`src/hw/rtl/sobel_magnitude_direction_macros.svh`:
```
// ----------------------------------------------------------------------------
// sobel magnitude/direction assertion macros
// shared concurrent assertion forms for the block
// ----------------------------------------------------------------------------
`ifndef SOBEL_MAGNITUDE_DIRECTION_MACROS_SVH
`define SOBEL_MAGNITUDE_DIRECTION_MACROS_SVH

// same-cycle implication
`define SMD_ASSERT_IMP(lbl, clk, rstn, pre, post, msg) \
	lbl: assert property (@(posedge clk) disable iff (!rstn) (pre) |-> (post)) else $error(msg);

// next-cycle implication
`define SMD_ASSERT_NXT(lbl, clk, rstn, pre, post, msg) \
	lbl: assert property (@(posedge clk) disable iff (!rstn) (pre) |=> (post)) else $error(msg);

`endif

```
`src/hw/rtl/smd_pkg.sv`:
```
// ----------------------------------------------------------------------------
// smd_pkg
// types, constants and the arctangent table of the sobel block
// ----------------------------------------------------------------------------
package smd_pkg;

	localparam int PIXEL_BITS      = 8;
	localparam int ANGLE_FRAC_BITS = 10;
	localparam int MAG_W           = 9;
	localparam int DIR_W           = ANGLE_FRAC_BITS + 1;
	localparam int GRAD_W          = 11;
	localparam int CFG_W           = 11;
	localparam int ROW_W           = 11;
	localparam int CORDIC_STEPS    = 40;
	localparam int CORDIC_W        = 44;
	localparam int ANGLE_W         = 40;
	localparam int SQRT_BITS       = 9;
	localparam int STEP_W          = 6;
	localparam int HEIGHT_MAX      = 1024;

	localparam logic REG_FRAME_WIDTH  = 1'b0;
	localparam logic REG_FRAME_HEIGHT = 1'b1;

	typedef enum logic [1:0] {
		K_IGNORE,
		K_ADVANCE,
		K_FINAL
	} kind_t;

	typedef enum logic [2:0] {
		ST_CLEAR,
		ST_IDLE,
		ST_DECIDE,
		ST_INIT,
		ST_ITER,
		ST_DONE
	} state_t;

	typedef struct packed {
		logic              clear;
		logic              accept;
		logic              decide;
		logic              init;
		logic              iter;
		logic              finish;
		logic [STEP_W-1:0] step;
	} cmd_t;

	typedef struct packed {
		logic  clear_done;
		kind_t kind;
		logic  emit;
		logic  out_free;
	} status_t;

	typedef logic [ANGLE_W-1:0] atan_tab_t [CORDIC_STEPS];

	// floor(atan(2^-i) * 2^40) from integer series
	function automatic atan_tab_t build_atan();
		atan_tab_t       tab;
		longint unsigned sum;
		longint unsigned t;
		longint unsigned p;
		int              e;
		for (int i = 0; i < CORDIC_STEPS; i++) begin
			sum = 0;
			if (i == 0) begin
				for (int k = 0; k < 32; k++) begin
					e = 60 - (2 * k + 1);
					if (e >= 0) begin
						t = (64'd1 << e) / 64'(2 * k + 1);
						sum = (k % 2 == 1) ? sum - t : sum + t;
					end
				end
				p = (64'd1 << 60) / 64'd3;
				for (int k = 0; k < 64; k++) begin
					if (p != 0) begin
						t = p / 64'(2 * k + 1);
						sum = (k % 2 == 1) ? sum - t : sum + t;
						p = p / 64'd9;
					end
				end
			end else begin
				for (int k = 0; k < 32; k++) begin
					e = 60 - i * (2 * k + 1);
					if (e >= 0) begin
						t = (64'd1 << e) / 64'(2 * k + 1);
						sum = (k % 2 == 1) ? sum - t : sum + t;
					end
				end
			end
			tab[i] = ANGLE_W'(sum >> 20);
		end
		return tab;
	endfunction

	localparam atan_tab_t ATAN_TAB = build_atan();

endpackage

```
`src/hw/rtl/smd_ctrl.sv`:
```
// ----------------------------------------------------------------------------
// smd_ctrl
// sequencer: clearing pass, item decode, cordic/sqrt iterations, output load
// ----------------------------------------------------------------------------
`include "sobel_magnitude_direction_macros.svh"

module smd_ctrl
	import smd_pkg::*;
(
	input  logic    clk,
	input  logic    arst_n,
	input  logic    s_tvalid,
	output logic    s_tready,
	input  status_t status,
	output cmd_t    cmd
);

	state_t            state_q, state_d;
	logic [STEP_W-1:0] step_q;

	always_comb begin
		state_d = state_q;
		unique case (state_q)
			ST_CLEAR:  if (status.clear_done) state_d = ST_IDLE;
			ST_IDLE:   if (s_tvalid) state_d = ST_DECIDE;
			ST_DECIDE: begin
				if (status.kind != K_IGNORE && status.emit) state_d = ST_INIT;
				else state_d = ST_IDLE;
			end
			ST_INIT:   state_d = ST_ITER;
			ST_ITER:   if (step_q == STEP_W'(CORDIC_STEPS - 1)) state_d = ST_DONE;
			ST_DONE:   if (status.out_free) state_d = ST_IDLE;
			default:   state_d = ST_CLEAR;
		endcase
	end

	always_comb begin
		s_tready   = (state_q == ST_IDLE);
		cmd.clear  = (state_q == ST_CLEAR);
		cmd.accept = (state_q == ST_IDLE) && s_tvalid;
		cmd.decide = (state_q == ST_DECIDE);
		cmd.init   = (state_q == ST_INIT);
		cmd.iter   = (state_q == ST_ITER);
		cmd.finish = (state_q == ST_DONE) && status.out_free;
		cmd.step   = step_q;
	end

	always_ff @(posedge clk or negedge arst_n) begin
		if (!arst_n) begin
			state_q <= ST_CLEAR;
			step_q  <= '0;
		end else begin
			state_q <= state_d;
			if (state_q == ST_ITER) step_q <= step_q + STEP_W'(1);
			else step_q <= '0;
		end
	end

	`SMD_ASSERT_NXT(a_accept_decide, clk, arst_n, cmd.accept, state_q == ST_DECIDE, "accept not followed by decode")
	`SMD_ASSERT_IMP(a_step_range, clk, arst_n, state_q == ST_ITER, step_q < STEP_W'(CORDIC_STEPS), "step beyond cordic length")
	`SMD_ASSERT_IMP(a_finish_free, clk, arst_n, cmd.finish, status.out_free, "output loaded while occupied")

endmodule

```
`config.mk`:
```
export PLATFORM = sky130hd
export DESIGN_NAME = smd_ctrl
export DESIGN_NICKNAME = d
export VERILOG_FILES = /design/src/hw/rtl/smd_pkg.sv /design/src/hw/rtl/smd_ctrl.sv
export VERILOG_INCLUDE_DIRS = /design/src /design/src/hw/rtl
export SDC_FILE = /design/constraint.sdc
export NUM_CORES = 1
export LEC_CHECK = 0
export ABC_AREA = 0
export BUFFER_PORTS_ARGS = -buffer_cell sky130_fd_sc_hd__buf_2
export CAP_MARGIN = 10
export CORE_UTILIZATION = 30
export DETAILED_ROUTE_END_ITERATION = 10
export PLACE_DENSITY_LB_ADDON = 0.25
export SETUP_SLACK_MARGIN = 0.4
export SLEW_MARGIN = 0
export SYNTH_ARGS = -nofsm -noshare
export SYNTH_HDL_FRONTEND = slang
export SYNTH_SLANG_ARGS = --single-unit
```
`constraint.sdc`:
```
create_clock -name clk -period 2.21 [get_ports clk]
set_input_delay 0.221 -clock clk [delete_from_list [all_inputs] [get_ports clk]]
set_output_delay 0.221 -clock clk [all_outputs]
set_load 0.005 [all_outputs]
```
==> flow_metrics.env, run 1 <==
export IMPL_outcome="completed"
export IMPL_grt_pass1_wl_mm=1.51
export IMPL_synth_cells=48
export IMPL_ios=21
export IMPL_p_switching_uw=203
export IMPL_area_growth_synth_to_final_pct=33.1
export IMPL_sw_frac_of_total_pct=36.5
export IMPL_reg2reg_slack_ps=950
export IMPL_clock_sinks=9
export IMPL_clkPwrFrac_pct=22.5
export IMPL_drive_gt1_share_pct=34.7
export IMPL_power_density_mw_per_mm2=922
export IMPL_cts_tree="done"
export IMPL_worst_slack_ps=619
export IMPL_start_util_pct=33.5
export IMPL_timing_rr_end="state_q[0]$_DFFE_PN0P_"
export IMPL_vias=432
export IMPL_r2r_cells=3
export IMPL_gr_total_overflow=0
export IMPL_cp_end_kind="output port"
export IMPL_drtPass1Iterations=4
export IMPL_relSlewSlack_pct=80.3
export IMPL_dp_hpwl_um=713
export IMPL_r2r_start="state_q[2]$_DFFE_PN0P_"
export IMPL_core_sq_mm=0.00135
export IMPL_wirelength_um=985
export IMPL_holdPathStages=3
export IMPL_slew_violations=0
export IMPL_post_cts_resized=0
export IMPL_hold_class="input pin to flop"
export IMPL_grt_usage_pct=14.1
export IMPL_seq_area_frac_synth_pct=49.7
export IMPL_io_buffer_count=20
export IMPL_skew_ps=1.83
export IMPL_setup_violations_final=0
export IMPL_num_antenna_cells=0
export IMPL_p_comb_share_pct=34.5
export IMPL_power_internal_uw=353
export IMPL_cts_setup_buffers=0
export IMPL_setup_tns_ps=0
export IMPL_viasPerCell=4.97
export IMPL_crit_path_max_fanout=8
export IMPL_endpoint="cmd[7]"
export IMPL_routed_top_layer="met3"
export IMPL_yosys_area_top_type="dfrtp_1"
export IMPL_antenna_found_initial=0
export IMPL_leakage_uw=0.000312
export IMPL_drc=0
export IMPL_cp_startpoint="state_q[1]$_DFFE_PN0P_"
export IMPL_syn_nets=57
export IMPL_ys_ff_latch=9
export IMPL_avgSynthCellArea_sq_um=9.44
export IMPL_cts_buffer_depth=2
export IMPL_synth_top_cell_area_share_pct=49.7
export IMPL_numCtsBuffers=3
export IMPL_drtIter0Drc=9
export IMPL_die_x_um=40.9
export IMPL_fp_dieH_um=40.9
export IMPL_crit_required_ps=1990
export IMPL_synth_cell_types=22
export IMPL_cts_root_buf="clkbuf_4"
export IMPL_instances_no_fill=87
export IMPL_wire_per_inst_um=11.3
export IMPL_htree_levels=1
export IMPL_wl_met1_um=486
export IMPL_fp_dieArea_sq_mm=0.00167
export IMPL_synth_area_sq_um=453
export IMPL_dpl_worst_slack_ps=875
export IMPL_grt_max_degree=12
export IMPL_gp_congestion=0.692
export IMPL_wl_met3_um=85
export IMPL_period_minus_slack_ps=1590
export IMPL_rsz0062_at_grt="false"
export IMPL_max_cap_violations=0
export IMPL_seq_power_share_pct=42.9
export IMPL_fmax_ghz=0.629
export IMPL_drtAntennaViolNets=0
export IMPL_yosysWarnings=0
export IMPL_clkTransAtPathRegs_ps=60
export IMPL_rows=13
export IMPL_final_nets=82
export IMPL_crit_type="flop to output port"
export IMPL_arrival_ps=1370
export IMPL_dp_cells=82
export IMPL_grt_pass1_vias=361
export IMPL_route_met2_wl_um=413
export IMPL_period_share_pct=72.0
export IMPL_ys_top_cells_by_area="dfrtp_1 (50%), nor3_1 (5.5%), nor2_1 (4.1%)"
export IMPL_startpoint_type="flop"
export IMPL_tightest_slew_ps=295
export IMPL_hold_viol_final=0
export IMPL_clk_latency_ps=250
export IMPL_max_vdd_ir_drop_mv=0.398
[logic make-up after synthesis]
group,Yosys count,share of synthesized area (%)
xor gates and xnor gates,3,5.80
and+or+nand+nor,22,26.0
AOI/OAI and AO/OA,8,11.3
buffers and inverters,5,4.42
DFF,9,49.7
adders and majority gates,1,2.76
[how the worst min path moves through the flow]
| stage | startpoint | end |
|---|---|---|
| global placement | arst_n | step_q[3]$_DFF_PN0_ |
| finish | s_tvalid | state_q[1]$_DFFE_PN0P_ |
| CTS | s_tvalid | state_q[1]$_DFFE_PN0P_ |
| detailed placement | arst_n | step_q[4]$_DFF_PN0_ |
| floorplan | arst_n | state_q[0]$_DFFE_PN0P_ |
| global route | s_tvalid | state_q[1]$_DFFE_PN0P_ |
[registers in the layout (all words and copies together) (netlist names)]
register  cells
state_q       3
step_q        6
[critical path: stages (launching register included)]
cell and delay (ps):
dfrtp_1 420, inv_1 200, nand3_1 260, inv_1 120, buf_2 110
[power by group through the flow]
stage	Clock (uW)	Sequential (uW)	Combinational, uW
6_report	125	239	192
5_1_grt	139	245	220
4_1_cts	132	239	194
3_5_place_dp	0	242	192
3_3_place_gp	0	240	192
2_1_floorplan	0	223	130
[what timing repair did]
| action | in CTS | in global routing |
|---|---|---|
| endpoints found under the hold margin | 9 | 0 |
| setup endpoints to repair | 0 | 0 |
| hold buffers | 1 | 0 |
[cells in the mapped netlist]
cell type,count
a21oi_1,3
a311oi_1,1
a31o_2,1
and2_1,1
and4_1,1
buf_2,1
dfrtp_1,9
ha_1,1
inv_1,4
nand2_1,2
nand2b_1,1
nand3_1,3
nand3_2,1
nand4_1,1
nor2_1,5
nor3_1,5
o2111ai_1,1
o21ai_0,2
or3_1,1
or4_1,1
xnor2_1,1
xor2_1,2
[per-layer routing]
metal / up-vias / track usage, %
li1: 217 / -
met1: 193 / 17.7
met2: 22 / 22.3
met3: 0 / 1.63
met4: 0 / 10.0
met5: - / 0
[through the flow]
| stage | cell area, sq um | hold WS [ps] | util, % | power, uW |
|---|---|---|---|---|
| floorplan | 453 | -74.6 | - | 353 |
| global placement | 567 | 85.2 | 42.0 | 431 |
| detailed placement | 567 | 85.7 | 42.0 | 434 |
| CTS | 603 | 246 | 44.7 | 565 |
| global route | 603 | 265 | 44.7 | 604 |
| finish | 603 | 254 | 44.7 | 556 |
[final cells by class]
| class | count | area [sq um] |
|---|---|---|
| flip-flops and latches | 9 | 225 |
| multi-input cells | 34 | 208 |
| inverters | 4 | 15.0 |
| fillers | 141 | 747 |
| well taps | 15 | 18.8 |
| clock buffers | 4 | 26.3 |
| repair buffers | 21 | 110 |
[cell usage in the layout, fill, tap and decap left out, drive strengths merged]
cell,instances
dlygate4sd3,1
a31o,1
a21oi,3
xor2,2
xnor2,1
or3,1
nand2b,1
or4,1
ha,1
and4,1
clkbuf,4
buf,20
o21ai,2
nor3,5
and2,1
nor2,5
nand2,2
inv,4
a311oi,1
nand3,4
dfrtp,9
nand4,1
o2111ai,1
Note: power is estimated with default switching activity, not from simulation.
==> run 2, diff against run 1 <==
==> constraint.sdc (replaced) <==
create_clock -name clk -period 1.65 [get_ports clk]
set_input_delay 0.165 -clock clk [delete_from_list [all_inputs] [get_ports clk]]
set_output_delay 0.165 -clock clk [all_outputs]
set_load 0.005 [all_outputs]
==> flow_metrics.env, run 2 (synthesis results as in run 1) <==
export IMPL_max_cap_violations=0
export IMPL_cp_end_kind="output port"
export IMPL_cts_root_buf="clkbuf_4"
export IMPL_gr_total_overflow=0
export IMPL_drc=0
export IMPL_wirelength_mm=1.10
export IMPL_period_minus_slack_ps=1300
export IMPL_gp_congestion=0.689
export IMPL_startpoint_type="flop"
export IMPL_fmax_ghz=0.768
export IMPL_instances_no_fill=90
export IMPL_leakage_uw=0.000330
export IMPL_arrival_ps=1140
export IMPL_dpl_cell_area_sq_um=567
export IMPL_grt_pass1_vias=418
export IMPL_outcome="completed"
export IMPL_die_x_um=40.9
export IMPL_fp_dieArea_sq_mm=0.00167
export IMPL_core_sq_mm=0.00135
export IMPL_dp_cells=82
export IMPL_final_nets=85
export IMPL_crit_required_ps=1480
export IMPL_largest_register_ffs=6
export IMPL_area_growth_synth_to_final_pct=47.0
export IMPL_period_share_pct=79.0
export IMPL_p_comb_share_pct=41.5
export IMPL_wire_per_inst_um=12.2
export IMPL_power_density_mw_per_mm2=1310
export IMPL_largestRegisters="step_q: 6 flops, state_q: 3 flops"
export IMPL_cts_tree="done"
export IMPL_timing_rr_end="state_q[0]$_DFFE_PN0P_"
export IMPL_clk_latency_ps=250
export IMPL_vias=452
export IMPL_drive_gt1_share_pct=48.0
export IMPL_endpoint="cmd[10]"
export IMPL_antenna_found_initial=0
export IMPL_p_switching_uw=335
export IMPL_fill_cells=141
export IMPL_r2r_cells=3
export IMPL_cts_buffer_depth=2
export IMPL_skew_ps=4.59
export IMPL_num_antenna_cells=0
export IMPL_r2r_start="state_q[0]$_DFFE_PN0P_"
export IMPL_crit_type="flop to output port"
export IMPL_cp_startpoint="state_q[2]$_DFFE_PN0P_"
export IMPL_clock_sinks=9
export IMPL_power_internal_uw=536
export IMPL_setup_tns_ps=0
export IMPL_largest_register="step_q"
export IMPL_final_common_cell="buf_2"
export IMPL_slew_violations=0
export IMPL_grt_max_degree=10
export IMPL_crit_path_max_fanout=6
export IMPL_clkPwrFrac_pct=19.2
export IMPL_viasPerCell=5.02
export IMPL_rows=13
export IMPL_drtAntennaViolNets=0
export IMPL_hold_class="input pin to flop"
export IMPL_fp_dieH_um=40.9
export IMPL_htree_levels=1
export IMPL_ios=21
export IMPL_sw_frac_of_total_pct=38.5
export IMPL_rsz0062_at_grt="true"
export IMPL_max_vdd_ir_drop_mv=0.485
export IMPL_setup_violations_final=0
export IMPL_grt_usage_pct=17.0
export IMPL_drtIter0Drc=14
export IMPL_grt_pass1_wl_mm=1.78
export IMPL_clkTransAtPathRegs_ps=60
export IMPL_reg2reg_slack_ps=380
export IMPL_tightest_slew_ps=212
export IMPL_seq_power_share_pct=39.3
export IMPL_drtPass1Iterations=4
export IMPL_numCtsBuffers=3
export IMPL_relSlewSlack_pct=85.8
export IMPL_start_util_pct=33.5
export IMPL_final_cell_mix="buf_2 (20), dfrtp_1 (6), nor2_1 (5)"
export IMPL_dp_hpwl_um=745
export IMPL_hold_viol_final=0
export IMPL_postLayoutCellArea_sq_um=666
export IMPL_io_buffer_count=20
==> run 2: changes by cell type in the layout (fill, tap and decap cells not counted), sizes merged <==
cell	previous run	this run
buf	20	23
==> run 2: power by group through the flow <==
stage | Combinational, uW | Sequential (uW) | Clock (uW)
after global placement | 253 | 323 | 0
after global routing | 403 | 351 | 195
after CTS | 337 | 332 | 169
final | 362 | 342 | 168
after floorplan | 174 | 299 | 0
after detailed placement | 256 | 324 | 0
==> run 2: critical path, cell delays in order, from the launching register on <==
cell and delay, ps:
dfrtp_2 470, inv_1 120, and4_1 190, buf_2 110
==> run 2: timing repair <==
action / in CTS / in global routing
endpoints found under the setup margin: 7 / 8
pin swaps: 1 / 0
cloned: 0 / 0
gates resized for setup: 10 / 5
endpoints found under the hold margin: 9 / 0
buffers inserted: 3 / 0
hold buffers: 1 / 0
==> run 2: cell type report <==
cell class / instances / area (sq um) / area share, %
Multi-Input combinational cell: 34 / 235 / 35.3
Tap cell: 15 / 18.8 / 2.82
Clock buffer: 4 / 26.3 / 3.95
Inverter: 4 / 20.0 / 3.01
Timing Repair Buffer: 24 / 136 / 20.5
Sequential cell: 9 / 229 / 34.4
==> run 2: worst min-delay path by stage <==
stage,slack (ps),end,startpoint,depth (start not counted)
floorplan,-130,state_q[0]$_DFFE_PN0P_,arst_n,0
global placement,20,step_q[4]$_DFF_PN0_,arst_n,1
detailed placement,30,step_q[3]$_DFF_PN0_,arst_n,1
CTS,200,state_q[1]$_DFFE_PN0P_,status[1],3
global route,190,state_q[1]$_DFFE_PN0P_,s_tvalid,3
finish,200,state_q[1]$_DFFE_PN0P_,s_tvalid,3
==> run 2: metal layers <==
metal | wire, um | vias to the layer above | track usage (%)
met1 | 488 | 204 | 18.4
met5 | 0 | - | 0
met4 | 8 | 0 | 10.0
li1 | - | 226 | -
met3 | 79 | 2 | 3.26
met2 | 519 | 20 | 30.1
==> run 2: stage by stage <==
step	setup WS [ps]	hold slack, ps	util (%)	power (uW)
after floorplan	482	-131	-	473
after global placement	393	23.4	42.0	576
after detailed placement	382	25.2	42.0	580
after CTS	362	200	48.3	838
after global routing	277	194	49.3	949
final	347	198	49.3	871
